<file path="config.mk">
export PLATFORM = sky130hd
export DESIGN_NAME = rgb_decimate_center_to_framebuffer
export DESIGN_NICKNAME = d
export VERILOG_FILES = /design/src/hw/rtl/rdcf_pkg.sv /design/src/hw/rtl/rdcf_ctrl.sv /design/src/hw/rtl/rdcf_datapath.sv /design/src/hw/rtl/rgb_decimate_center_to_framebuffer.sv
export SDC_FILE = /design/constraint.sdc
export NUM_CORES = 1
export LEC_CHECK = 0
export ABC_AREA = 1
export BUFFER_PORTS_ARGS = -buffer_cell sky130_fd_sc_hd__buf_2
export CAP_MARGIN = 20
export CORE_ASPECT_RATIO = 1.75
export CORE_MARGIN = 10
export CORE_UTILIZATION = 50
export CTS_CLUSTER_DIAMETER = 100
export DETAILED_ROUTE_END_ITERATION = 7
export GPL_ROUTABILITY_DRIVEN = 0
export PLACE_DENSITY = 0.68
export SYNTH_ARGS = -nofsm -noshare
export SYNTH_HDL_FRONTEND = slang
export SYNTH_SLANG_ARGS = --single-unit
export TNS_END_PERCENT = 1
</file>
<file path="constraint.sdc">
create_clock -name clk_i -period 10 [get_ports clk_i]
set_input_delay 2 -clock clk_i [delete_from_list [all_inputs] [get_ports clk_i]]
set_output_delay 2 -clock clk_i [all_outputs]
set_load 0.02 [all_outputs]
</file>
<file path="src/hw/rtl/rdcf_pkg.sv">
// Types, constants and codes shared by the decimating framebuffer writer.
package rdcf_pkg;

  localparam int unsigned DISP_W   = 800;
  localparam int unsigned DISP_H   = 480;
  localparam int unsigned MAX_IMG  = 8192;

  localparam int unsigned SIZE_W   = 14;
  localparam int unsigned CNT_W    = 13;
  localparam int unsigned FACT_W   = 5;
  localparam int unsigned XW       = $clog2(DISP_W + 1);
  localparam int unsigned YW       = $clog2(DISP_H + 1);
  localparam int unsigned IDX_W    = 19;
  localparam int unsigned PIX_W    = 8;
  localparam int unsigned DIV_W    = SIZE_W;
  localparam int unsigned DIV_CNT_W = $clog2(DIV_W + 1);
  localparam int unsigned CFG_IDX_W = 1;

  localparam int unsigned IN_DATA_W  = 3 * PIX_W;
  localparam int unsigned OUT_FLD_W  = IDX_W + 3 * PIX_W;
  localparam int unsigned OUT_DATA_W = ((OUT_FLD_W + 7) / 8) * 8;

  localparam logic [CFG_IDX_W-1:0] CFG_IMAGE_WIDTH  = 1'b0;
  localparam logic [CFG_IDX_W-1:0] CFG_IMAGE_HEIGHT = 1'b1;

  typedef enum logic [1:0] {
    ST_LOAD,
    ST_ITER,
    ST_FINISH,
    ST_RUN
  } ctrl_state_e;

  // Which of the two setup divisions the shared divider works on.
  typedef enum logic {
    OP_SW,
    OP_SH
  } div_op_e;

  typedef struct packed {
    div_op_e op;
    logic    div_load;
    logic    div_step;
    logic    div_capture;
    logic    finish;
    logic    run;
  } rdcf_cmd_t;

  typedef struct packed {
    logic div_done;
  } rdcf_stat_t;

endpackage

</file>
<file path="src/hw/rtl/rdcf_ctrl.sv">
// Controller that sequences the per-frame setup divisions and then lets pixels stream.
module rdcf_ctrl
  import rdcf_pkg::*;
(
  input  logic       clk_i,
  input  logic       rst_ni,
  input  logic       cfg_we_i,
  input  rdcf_stat_t stat_i,
  output rdcf_cmd_t  cmd_o
);

  ctrl_state_e state_q, state_d;
  div_op_e     op_q, op_d;

  always_ff @(posedge clk_i or negedge rst_ni) begin
    if (!rst_ni) begin
      state_q <= ST_LOAD;
      op_q    <= OP_SW;
    end else begin
      state_q <= state_d;
      op_q    <= op_d;
    end
  end

  always_comb begin
    state_d = state_q;
    op_d    = op_q;
    case (state_q)
      ST_LOAD: state_d = ST_ITER;
      ST_ITER: begin
        if (stat_i.div_done) begin
          case (op_q)
            OP_SW: begin
              op_d    = OP_SH;
              state_d = ST_LOAD;
            end
            default: state_d = ST_FINISH;
          endcase
        end
      end
      ST_FINISH: state_d = ST_RUN;
      ST_RUN:    state_d = ST_RUN;
      default:   state_d = ST_LOAD;
    endcase
    // A register write restarts the whole setup.
    if (cfg_we_i) begin
      state_d = ST_LOAD;
      op_d    = OP_SW;
    end
  end

  always_comb begin
    cmd_o = '0;
    cmd_o.op = op_q;
    case (state_q)
      ST_LOAD: cmd_o.div_load = 1'b1;
      ST_ITER: begin
        cmd_o.div_step    = !stat_i.div_done;
        cmd_o.div_capture = stat_i.div_done;
      end
      ST_FINISH: cmd_o.finish = 1'b1;
      ST_RUN:    cmd_o.run = 1'b1;
      default:   cmd_o.run = 1'b0;
    endcase
  end

endmodule

</file>
<file path="src/hw/rtl/rdcf_datapath.sv">
// Datapath: size registers, shared divider, decimation counters and output register.
module rdcf_datapath
  import rdcf_pkg::*;
(
  input  logic                   clk_i,
  input  logic                   rst_ni,
  input  logic                   cfg_we_i,
  input  logic [CFG_IDX_W-1:0]   cfg_idx_i,
  input  logic [SIZE_W-1:0]      cfg_data_i,
  input  rdcf_cmd_t              cmd_i,
  output rdcf_stat_t             stat_o,
  input  logic                   in_valid_i,
  output logic                   in_ready_o,
  input  logic [IN_DATA_W-1:0]   in_data_i,
  output logic                   out_valid_o,
  input  logic                   out_ready_i,
  output logic [OUT_DATA_W-1:0]  out_data_o
);

  logic [SIZE_W-1:0] img_w_q, img_h_q;
  logic [SIZE_W-1:0] w_c, h_c;

  // Divider state.
  logic [DIV_W-1:0]     rem_q, quo_q;
  logic [DIV_CNT_W-1:0] cnt_q;
  logic [DIV_W-1:0]     dvd, dvs;
  logic [DIV_W:0]       trial, diff;
  logic                 ge;

  // Frame setup results.
  logic [FACT_W-1:0] f_q, qw_c, qh_c, qmax_c, f_c;
  logic              big_c;
  logic [XW-1:0]     sw_q, left_c, col_lim_q;
  logic [YW-1:0]     sh_q, top_c, row_lim_q;
  logic [IDX_W-1:0]  base0_q, base0_c;

  // Pixel position.
  logic [CNT_W-1:0]  col_q, row_q;
  logic [FACT_W-1:0] col_ph_q, row_ph_q;
  logic [XW-1:0]     a_q;
  logic [YW-1:0]     b_q;
  logic [IDX_W-1:0]  row_base_q;
  logic [SIZE_W-1:0] col_nx, row_nx;
  logic              in_fire, keep;

  logic              out_valid_q;
  logic [IDX_W-1:0]  fb_index_q;
  logic [PIX_W-1:0]  ob0_q, ob1_q, ob2_q;

  // Quotient of a clamped size by a display dimension, found by comparing
  // against each multiple of the divisor.
  function automatic logic [FACT_W-1:0] quot_by_disp(input logic [SIZE_W-1:0] v,
                                                     input int unsigned d);
    logic [FACT_W-1:0] q;
    q = '0;
    for (int unsigned k = 1; k <= MAX_IMG / DISP_H; k++) begin
      if (32'(v) >= k * d) q = FACT_W'(k);
    end
    return q;
  endfunction

  always_ff @(posedge clk_i or negedge rst_ni) begin
    if (!rst_ni) begin
      img_w_q <= SIZE_W'(DISP_W);
      img_h_q <= SIZE_W'(DISP_H);
    end else if (cfg_we_i) begin
      case (cfg_idx_i)
        CFG_IMAGE_WIDTH:  img_w_q <= cfg_data_i;
        CFG_IMAGE_HEIGHT: img_h_q <= cfg_data_i;
        default:          img_w_q <= img_w_q;
      endcase
    end
  end

  always_comb begin
    if (img_w_q == '0)                     w_c = SIZE_W'(1);
    else if (img_w_q > SIZE_W'(MAX_IMG))   w_c = SIZE_W'(MAX_IMG);
    else                                   w_c = img_w_q;
    if (img_h_q == '0)                     h_c = SIZE_W'(1);
    else if (img_h_q > SIZE_W'(MAX_IMG))   h_c = SIZE_W'(MAX_IMG);
    else                                   h_c = img_h_q;
  end

  assign qw_c   = quot_by_disp(w_c, DISP_W);
  assign qh_c   = quot_by_disp(h_c, DISP_H);
  assign qmax_c = (qw_c > qh_c) ? qw_c : qh_c;
  assign big_c  = (w_c > SIZE_W'(DISP_W)) || (h_c > SIZE_W'(DISP_H));
  assign f_c    = big_c ? qmax_c + FACT_W'(1) : FACT_W'(1);

  // The factor is fixed before the first division by it starts.
  always_ff @(posedge clk_i) begin
    if (cmd_i.div_load && (cmd_i.op == OP_SW)) begin
      f_q <= f_c;
    end
  end

  always_comb begin
    case (cmd_i.op)
      OP_SW:   dvd = w_c;
      OP_SH:   dvd = h_c;
      default: dvd = w_c;
    endcase
  end

  assign dvs = DIV_W'(f_q);

  // Restoring division, one quotient bit per cycle; the dividend shifts out of quo_q.
  assign trial = {rem_q, quo_q[DIV_W-1]};
  assign ge    = trial >= {1'b0, dvs};
  assign diff  = trial - {1'b0, dvs};

  always_ff @(posedge clk_i or negedge rst_ni) begin
    if (!rst_ni) begin
      cnt_q <= '0;
    end else if (cmd_i.div_load) begin
      cnt_q <= DIV_CNT_W'(DIV_W);
    end else if (cmd_i.div_step) begin
      cnt_q <= cnt_q - DIV_CNT_W'(1);
    end
  end

  always_ff @(posedge clk_i) begin
    if (cmd_i.div_load) begin
      rem_q <= '0;
      quo_q <= dvd;
    end else if (cmd_i.div_step) begin
      rem_q <= ge ? diff[DIV_W-1:0] : trial[DIV_W-1:0];
      quo_q <= {quo_q[DIV_W-2:0], ge};
    end
  end

  assign stat_o.div_done = (cnt_q == '0);

  always_ff @(posedge clk_i) begin
    if (cmd_i.div_capture) begin
      case (cmd_i.op)
        OP_SW:   sw_q <= quo_q[XW-1:0];
        OP_SH:   sh_q <= quo_q[YW-1:0];
        default: sw_q <= sw_q;
      endcase
    end
  end

  // Centering offsets and the framebuffer index of the first kept pixel.
  assign left_c  = (XW'(DISP_W) - sw_q) >> 1;
  assign top_c   = (YW'(DISP_H) - sh_q) >> 1;
  assign base0_c = IDX_W'(top_c) * IDX_W'(DISP_W) + IDX_W'(left_c);

  always_ff @(posedge clk_i) begin
    if (cmd_i.finish) begin
      col_lim_q <= XW'(DISP_W) - left_c;
      row_lim_q <= YW'(DISP_H) - top_c;
      base0_q   <= base0_c;
    end
  end

  assign in_ready_o = cmd_i.run && (!out_valid_q || out_ready_i);
  assign in_fire    = in_valid_i && in_ready_o;
  assign keep       = (col_ph_q == '0) && (row_ph_q == '0)
                      && (a_q < col_lim_q) && (b_q < row_lim_q);
  assign col_nx     = {1'b0, col_q} + SIZE_W'(1);
  assign row_nx     = {1'b0, row_q} + SIZE_W'(1);

  always_ff @(posedge clk_i or negedge rst_ni) begin
    if (!rst_ni) begin
      col_q      <= '0;
      row_q      <= '0;
      col_ph_q   <= '0;
      row_ph_q   <= '0;
      a_q        <= '0;
      b_q        <= '0;
      row_base_q <= '0;
    end else if (cfg_we_i || cmd_i.finish) begin
      col_q      <= '0;
      row_q      <= '0;
      col_ph_q   <= '0;
      row_ph_q   <= '0;
      a_q        <= '0;
      b_q        <= '0;
      row_base_q <= base0_c;
    end else if (in_fire) begin
      if (col_nx >= w_c) begin
        col_q    <= '0;
        col_ph_q <= '0;
        a_q      <= '0;
        if (row_nx >= h_c) begin
          row_q      <= '0;
          row_ph_q   <= '0;
          b_q        <= '0;
          row_base_q <= base0_q;
        end else begin
          row_q <= row_nx[CNT_W-1:0];
          if (row_ph_q == f_q - FACT_W'(1)) begin
            row_ph_q   <= '0;
            b_q        <= b_q + YW'(1);
            row_base_q <= row_base_q + IDX_W'(DISP_W);
          end else begin
            row_ph_q <= row_ph_q + FACT_W'(1);
          end
        end
      end else begin
        col_q <= col_nx[CNT_W-1:0];
        if (col_ph_q == f_q - FACT_W'(1)) begin
          col_ph_q <= '0;
          a_q      <= a_q + XW'(1);
        end else begin
          col_ph_q <= col_ph_q + FACT_W'(1);
        end
      end
    end
  end

  always_ff @(posedge clk_i or negedge rst_ni) begin
    if (!rst_ni) begin
      out_valid_q <= 1'b0;
    end else if (in_fire && keep) begin
      out_valid_q <= 1'b1;
    end else if (out_ready_i) begin
      out_valid_q <= 1'b0;
    end
  end

  // Bytes leave in reversed order.
  always_ff @(posedge clk_i) begin
    if (in_fire && keep) begin
      fb_index_q <= row_base_q + IDX_W'(a_q);
      ob0_q      <= in_data_i[3*PIX_W-1:2*PIX_W];
      ob1_q      <= in_data_i[2*PIX_W-1:PIX_W];
      ob2_q      <= in_data_i[PIX_W-1:0];
    end
  end

  assign out_valid_o = out_valid_q;
  assign out_data_o  = {(OUT_DATA_W - OUT_FLD_W)'(0), ob2_q, ob1_q, ob0_q, fb_index_q};

endmodule

</file>
<file path="src/hw/rtl/rgb_decimate_center_to_framebuffer.sv">
// Top level: integer downscaler that centers an RGB raster on an 800x480 framebuffer.
//
//  channel  direction  handshake                     payload
//  s_axis   in         s_axis_tvalid/s_axis_tready   source pixel (3 bytes)
//  m_axis   out        m_axis_tvalid/m_axis_tready   framebuffer index + BGR pixel
//  cfg      in         cfg_we_i (always taken)       image_width / image_height
//
//  After reset and after every register write the block runs its setup: the shrink factor
//  comes from compares against multiples of the display size, then two 14-bit divisions
//  run on the shared restoring divider and a finish step sets the centering offsets.
//  s_axis_tready stays low during that time. Then one item is taken per cycle unless
//  m_axis stalls; a kept pixel is registered and reaches m_axis in the next cycle.
//  A stalled m_axis holds s_axis only while the output register is full.
module rgb_decimate_center_to_framebuffer
  import rdcf_pkg::*;
(
  input  logic                  clk_i,
  input  logic                  rst_ni,
  input  logic                  cfg_we_i,
  input  logic [CFG_IDX_W-1:0]  cfg_idx_i,
  input  logic [SIZE_W-1:0]     cfg_data_i,
  input  logic                  s_axis_tvalid,
  output logic                  s_axis_tready,
  // src_byte0 [7:0], src_byte1 [15:8], src_byte2 [23:16]
  input  logic [IN_DATA_W-1:0]  s_axis_tdata,
  output logic                  m_axis_tvalid,
  input  logic                  m_axis_tready,
  // fb_index [18:0], out_byte0 [26:19], out_byte1 [34:27], out_byte2 [42:35], zero [47:43]
  output logic [OUT_DATA_W-1:0] m_axis_tdata
);

  rdcf_cmd_t  cmd;
  rdcf_stat_t stat;

  rdcf_ctrl u_ctrl (
    .clk_i    (clk_i),
    .rst_ni   (rst_ni),
    .cfg_we_i (cfg_we_i),
    .stat_i   (stat),
    .cmd_o    (cmd)
  );

  rdcf_datapath u_datapath (
    .clk_i       (clk_i),
    .rst_ni      (rst_ni),
    .cfg_we_i    (cfg_we_i),
    .cfg_idx_i   (cfg_idx_i),
    .cfg_data_i  (cfg_data_i),
    .cmd_i       (cmd),
    .stat_o      (stat),
    .in_valid_i  (s_axis_tvalid),
    .in_ready_o  (s_axis_tready),
    .in_data_i   (s_axis_tdata),
    .out_valid_o (m_axis_tvalid),
    .out_ready_i (m_axis_tready),
    .out_data_o  (m_axis_tdata)
  );

endmodule

</file>
Yosys cells after proc, flatten, opt, wreduce, memory -nomap -nowiden:

Index checks and enable logic that the tools add are counted.

* logic and storage cells: 218
* output and inout bits: 50
* input bits: 44
* flip-flop bits (word level): 243

* bitwise logic cells: 2
* mux-type cells: 88
* reductions and logical operators: 35
* equality and inequality tests: 6
* add/sub/neg operators: 17
* multiply operators: 1
* $lt $le $gt $ge: 44

Operators by type and width (number)
* 14-bit by 13-bit >= comparator with 1-bit output, second input constant: 14
* 14-bit by 12-bit >= comparator with 1-bit output, second input constant: 7
* 14-bit >= comparator, second input constant: 7
* 14-bit two-way mux: 7
* 19-bit two-way mux: 5
* 13-bit two-way mux: 7
* 4-bit two-way mux: 18
* 5-bit two-way mux: 14
* 9-bit two-way mux: 5
* 14-bit by 11-bit >= comparator with 1-bit output, second input constant: 3
* 10-bit two-way mux: 4
* 13-bit by 1-bit adder with 14-bit output, second input constant: 2
* 14-bit by 10-bit >= comparator with 1-bit output, second input constant: 2
* 14-bit >= comparator: 2
* 14-bit greater-than comparator, second input constant: 2
* 14-bit logical NOT: 2
* 14-bit case mux with 2 select lines: 1
* 3-bit two-way mux: 8
* 19-bit by 10-bit adder with 19-bit output: 1
* 19-bit by 10-bit adder with 19-bit output, second input constant: 1
* 19-bit by 9-bit adder with 19-bit output: 1
* 2-bit two-way mux: 8
* 5-bit by 1-bit adder with 5-bit output, second input constant: 3
* 15-bit by 5-bit >= comparator with 1-bit output: 1
* other kinds (34): 68

Logic depth before layout (Yosys ltp):

* word-level depth: 24
* mapped depth: 39
* gate-level depth less buffers: 38

By module:

From an unflattened synthesis, not the netlist that was laid out.

* cell total of the unflattened synthesis: 1720
* area total of the unflattened synthesis: 14828.0 um2

Modules (own cells, without submodules)
* rdcf_datapath: cells each 1699, sequential area each 6510.0 um2, area an instance 14664.1 um2, times used 1
* rdcf_ctrl: cells each 21, sequential area each 75.1 um2, area an instance 163.9 um2, times used 1

Least setup slack after synthesis:

Ideal clock, no wire load.

* path type: input port to flip-flop
* from: input m_axis_tready
* to: register u_datapath.fb_index_q[0], enable pin
* required time: 9.557 ns
* arrival time: 4.654 ns
* path buffers: 0
* path slack: 4.902 ns
* library setup time: 0.443 ns
* stages on the path: 5
* cell sequence: o21ai_1 nor2_1 nand2_1 a311o_1 nor2_1

* word-level cells in the longest chain between the ends: 4

RTL lines
* start: declaration: line rgb_decimate_center_to_framebuffer.sv:27 `input logic m_axis_tready,`
* 1-bit logical OR: line rdcf_datapath.sv:157 `assign in_ready_o = cmd_i.run && (!out_valid_q || out_ready_i);`
* 1-bit logical AND: line rdcf_datapath.sv:157
* net s_axis_tready: line rgb_decimate_center_to_framebuffer.sv:23 `output logic s_axis_tready,`
* 1-bit logical AND: line rdcf_datapath.sv:158 `assign in_fire = in_valid_i && in_ready_o;`
* 1-bit logical AND: line rdcf_datapath.sv:225 `if (in_fire && keep) begin`
* end signal: assignment: line rdcf_datapath.sv:226 `fb_index_q <= row_base_q + IDX_W'(a_q);`
* end: declaration: line rdcf_datapath.sv:47 `logic [IDX_W-1:0] fb_index_q;`

The timed path passes the listed nets, and every way through them passes these cells.
A chain may end at the register's enable or synchronous reset.

Worst setup path in the final report:

* from: register u_datapath.img_w_q[1]
* to: register u_datapath.f_q[1] (data pin)

* word-level cells in the longest chain between the ends: 24
* elaborated cells on any way between the ends: 43
* classes of those cells: 1 x add/sub; 20 x order compare; 20 x mux; 2 x reduce/logical

RTL lines
* start: declaration: line rdcf_datapath.sv:20 `logic [SIZE_W-1:0] img_w_q, img_h_q;`
* start signal: assignment: line rdcf_datapath.sv:64 `img_w_q <= SIZE_W'(DISP_W);`
* start signal: assignment: line rdcf_datapath.sv:68 `CFG_IMAGE_WIDTH: img_w_q <= cfg_data_i;`
* start signal: assignment: line rdcf_datapath.sv:70 `default: img_w_q <= img_w_q;`
* 14-bit greater-than comparator: line rdcf_datapath.sv:77 `else if (img_w_q > SIZE_W'(MAX_IMG)) w_c = SIZE_W'(MAX_IMG);`
* 14-bit two-way mux: line rdcf_datapath.sv:77
* 14-bit two-way mux (*): line rdcf_datapath.sv:76 `if (img_w_q == '0) w_c = SIZE_W'(1);`
* 14-bit by 10-bit >= comparator with 1-bit output: line rdcf_datapath.sv:57 `if (32'(v) >= k * d) q = FACT_W'(k);`
* 1-bit two-way mux: line rdcf_datapath.sv:57
* 2-bit two-way mux (2 in series): line rdcf_datapath.sv:57
* 3-bit two-way mux (4 in series): line rdcf_datapath.sv:57
* 4-bit two-way mux (8 in series): line rdcf_datapath.sv:57
* 5-bit two-way mux (2 in series): line rdcf_datapath.sv:57
* 5-bit greater-than comparator: line rdcf_datapath.sv:86 `assign qmax_c = (qw_c > qh_c) ? qw_c : qh_c;`
* 5-bit two-way mux: line rdcf_datapath.sv:86
* 5-bit by 1-bit adder with 5-bit output: line rdcf_datapath.sv:88 `assign f_c = big_c ? qmax_c + FACT_W'(1) : FACT_W'(1);`
* end signal: assignment: line rdcf_datapath.sv:93 `f_q <= f_c;`
* end: declaration: line rdcf_datapath.sv:31 `logic [FACT_W-1:0] f_q, qw_c, qh_c, qmax_c, f_c;`

Mark *: on every way between the ends. The rest lies on a longest branch, timed or not.

==> insert_results.sql <==
INSERT INTO impl_metrics (metric_group, metric, value, unit) VALUES
('clock_tree', 'post_cts.repair.setup_buffers', '0', ''),
('timing', 'finalCritPeriodShare', '0.469', ''),
('synth', 'top_cell_type_s_share_of_synthesized_area', '0.241', ''),
('pwr', 'p_leak', '0.00752', 'uW'),
('layout', 'ratio_of_cells_with_drive_above_1_in_the_final_layout', '0.100', ''),
('worst_setup_path', 'crit_path_top_delay_cell', 'sky130_fd_sc_hd__dfrtp_1', ''),
('clock_tree', 'clk_path_buf_depth', '3', ''),
('detailed_routing', 'postRouteAntennaNets', '0', ''),
('clock_tree', 'clock_tree_from_tritoncts', 'built', ''),
('detailed_routing', 'routed.top_layer', 'met4', ''),
('synth', 'yosysWarningCount', '0', ''),
('worst_setup_path', 'worstSetupStartpointType', 'flip-flop', ''),
('timing', 'hold_viol_final', '0', ''),
('worst_setup_path', 'worst-setup-path-type', 'reg2reg', ''),
('detailed_routing', 'met3_length', '1810', 'um'),
('pwr', 'post-layout-total-power', '3020', 'uW'),
('clock_tree', 'clkSlewWorstSetupHoldPaths', '70', 'ps'),
('detailed_routing', 'total_iterations_of_the_first_detailed_routing_run', '6', ''),
('worst_setup_path', 'crit_end_category', 'flip-flop', ''),
('clock_tree', 'postCtsHoldBufs', '0', ''),
('worst_setup_path', 'timing.critical_path.fanout_max', '14', ''),
('synth', 'synth_area', '14700', 'um2'),
('worst_setup_path', 'cp_slowest_stage_delay', '400', 'ps'),
('timing', 'post-route-min-period', '4690', 'ps'),
('worst_hold_path', 'hold_path.class', 'reg2reg', ''),
('die', 'chipHeight', '247', 'um'),
('clock_tree', 'cts_buffers', '23', ''),
('synth', 'syn_inst', '1689', ''),
('global_routing', 'first_global_vias', '11800', ''),
('die', 'die_width', '150', 'um'),
('global_routing', 'overflow', '0', ''),
('synth', 'synth.top_cells.by_area', 'sky130_fd_sc_hd__edfxtp_1, sky130_fd_sc_hd__dfrtp_1, sky130_fd_sc_hd__ha_1', ''),
('placement', 'numPortBuffers', '88', ''),
('timing', 'timing.setup.tns', '0', 'ps'),
('clock_tree', 'clk_latency', '540', 'ps'),
('status', 'status', 'complete, no violations', ''),
('global_routing', 'grt_antenna_before_repair', '0', ''),
('timing', 'setup_viol_count_final', '0', ''),
('pwr', 'max-vdd-ir-drop', '0.155', 'mV'),
('die', 'std_cell_rows', '83', ''),
('die', 'dieArea', '37000', 'um2'),
('worst_setup_path', 'cp_data_required_time', '10210', 'ps'),
('synth', 'post_synth.cell_area_avg', '8.72', 'um2'),
('worst_setup_path', 'worst_ep_arrival_time', '4900', 'ps'),
('die', 'num_io_pins', '94', ''),
('flow_run', 'max_cap_violations', '0', ''),
('synth', 'synthDominantAreaCellType', 'sky130_fd_sc_hd__edfxtp_1', ''),
('detailed_routing', 'initialDrtViolationCount', '657', ''),
('die', 'fp.coreArea', '29200', 'um2'),
('timing', 'rsz0062_at_grt', 'no', ''),
('layout', 'final_cells', '2172', ''),
('layout', 'nNetsFinal', '1941', ''),
('global_routing', 'grt_util_all_layers', '0.195', ''),
('clock_tree', 'cts_root_buffer', 'sky130_fd_sc_hd__clkbuf_16', ''),
('pwr', 'power.density_cell_area', '185', 'nW/um2'),
('clock_tree', 'cts_resized', '0', ''),
('synth', 'number_of_flops_mapped_to_enable_cells_by_yosys', '118', ''),
('worst_setup_path', 'cell_occurring_most_often_along_the_worst_timing_path', 'sky130_fd_sc_hd__nand2_1', ''),
('clock_tree', 'cts_htree_levels', '1', ''),
('synth', 'ys_seq_elements', '242', ''),
('timing', 'highest_attainable_clock_frequency', '213', 'MHz'),
('layout', 'area_delta_synth_final', '10.6', '%'),
('detailed_routing', 'drt_wl_total', '36400', 'um'),
('layout', 'antenna_cells', '0', ''),
('detailed_routing', 'avg_vias_per_cell', '5.42', ''),
('die', 'initial_utilization', '0.505', ''),
('detailed_routing', 'drc', '0', ''),
('detailed_routing', 'num_vias', '11800', ''),
('detailed_routing', 'route.detailed.wl_per_inst', '16.7', 'um'),
('timing', 'relSlewSlack', '0.351', ''),
('synth', 'async_reset_ff_frac', '0.455', '');
registers in the layout, summed over array words and instances, names as in the netlist, 14 cells and up:
| name | count |
|---|---|
| u_datapath.rem_q | 14 |
| u_datapath.quo_q | 14 |
| u_datapath.img_h_q | 14 |
| u_datapath.fb_index_q | 19 |
| u_datapath.base0_q | 19 |
| u_datapath.img_w_q | 14 |
| u_datapath.row_base_q | 19 |
worst max-delay path: cells and delay by family, from the launching register on:
kind	cells	cell delay (ps)
AO/OA/AOI/OAI	5	600
adder cells (fa/ha/maj)	2	520
buffers and inverters	1	160
flip-flops	1	400
AND/OR/NAND/NOR	19	2650
cell usage after synthesis (11+ instances only):
cell / count
sky130_fd_sc_hd__a21oi_1: 82
sky130_fd_sc_hd__a31oi_1: 11
sky130_fd_sc_hd__clkbuf_1: 32
sky130_fd_sc_hd__dfrtp_1: 103
sky130_fd_sc_hd__dfxtp_1: 14
sky130_fd_sc_hd__edfxtp_1: 118
sky130_fd_sc_hd__ha_1: 118
sky130_fd_sc_hd__inv_1: 249
sky130_fd_sc_hd__nand2_1: 282
sky130_fd_sc_hd__nand3_1: 81
sky130_fd_sc_hd__nand4_1: 21
sky130_fd_sc_hd__nor2_1: 130
sky130_fd_sc_hd__nor3_1: 32
sky130_fd_sc_hd__o21ai_0: 131
sky130_fd_sc_hd__o21ai_1: 20
sky130_fd_sc_hd__o221ai_1: 15
sky130_fd_sc_hd__xnor2_1: 14
sky130_fd_sc_hd__xor2_1: 93
cell usage in the layout, fill, tap and decap left out, types with 23 or more instances in the layout:
| master | instances |
|---|---|
| sky130_fd_sc_hd__nand3_1 | 81 |
| sky130_fd_sc_hd__a21oi_1 | 82 |
| sky130_fd_sc_hd__xor2_1 | 93 |
| sky130_fd_sc_hd__clkbuf_16 | 23 |
| sky130_fd_sc_hd__ha_1 | 118 |
| sky130_fd_sc_hd__dfrtp_1 | 103 |
| sky130_fd_sc_hd__buf_2 | 87 |
| sky130_fd_sc_hd__nand2_1 | 282 |
| sky130_fd_sc_hd__inv_1 | 249 |
| sky130_fd_sc_hd__nor3_1 | 32 |
| sky130_fd_sc_hd__o21ai_0 | 131 |
| sky130_fd_sc_hd__edfxtp_1 | 118 |
| sky130_fd_sc_hd__nor2_1 | 127 |
layer usage:
layer,up-vias,track usage
li1,5833,-
met1,5527,0.197
met2,319,0.383
met3,86,0.0227
met4,0,0.0869
met5,-,0
cell families (layout without fill, tap and decap cells):
kind of cell               Yosys count  after routing  synth area share
and+or+nand+nor                    591            591             0.174
buffers and inverters              302            398            0.0798
AOI/OAI and AO/OA                  317            317             0.123
DFF                                242            242             0.447
adders and majority gates          124            124             0.108
other                                1              6          0.000255
xor gates and xnor gates           107            107            0.0636
muxes                                5              5           0.00374
final cells by class:
type | instances | area [um2]
multi-input combinational | 1150 | 7010
clock inverter | 13 | 98.8
clock buffer | 29 | 618
inverter | 261 | 980
fill | 2638 | 12900
sequential | 242 | 6590
timing repair buffer | 95 | 520
tap | 382 | 478
power by group:
group / switching, uW / total, uW / internal, uW
clock: 386 / 852 / 466
sequential: 130 / 1310 / 1180
combinational: 537 / 857 / 320
total: 1050 / 3020 / 1970
worst paths after layout:
path | slack (ps) | from | cells past startpoint | to
min in group asynchronous | 1430 | rst_ni | 1 | u_datapath.img_h_q[4]$_DFFE_PN0P_
hold / removal | 480 | u_datapath.quo_q[9]$_DFFE_PP_ | 0 | u_datapath.sw_q[9]$_DFFE_PP_
setup / recovery | 5310 | u_datapath.img_w_q[1]$_DFFE_PN0P_ | 27 | u_datapath.f_q[1]$_SDFFCE_PN0P_
max in group asynchronous | 7160 | rst_ni | 2 | u_datapath.cnt_q[1]$_DFFE_PN0P_
setup reg to reg | 5310 | u_datapath.img_w_q[1]$_DFFE_PN0P_ | 27 | u_datapath.f_q[1]$_SDFFCE_PN0P_
hold reg to reg | 480 | u_datapath.quo_q[9]$_DFFE_PP_ | 0 | u_datapath.sw_q[9]$_DFFE_PP_
stage by stage:
step / cell area, um2 / utilization / setup WS (ps)
floorplan: 14800 / - / 4900
global placement: 15500 / 0.532 / 5330
detailed placement: 15500 / 0.532 / 5200
CTS: 16200 / 0.557 / 5350
global route: 16300 / 0.558 / 4870
finish: 16300 / 0.558 / 5310
No activity file was read; power rests on OpenSTA's default activity.
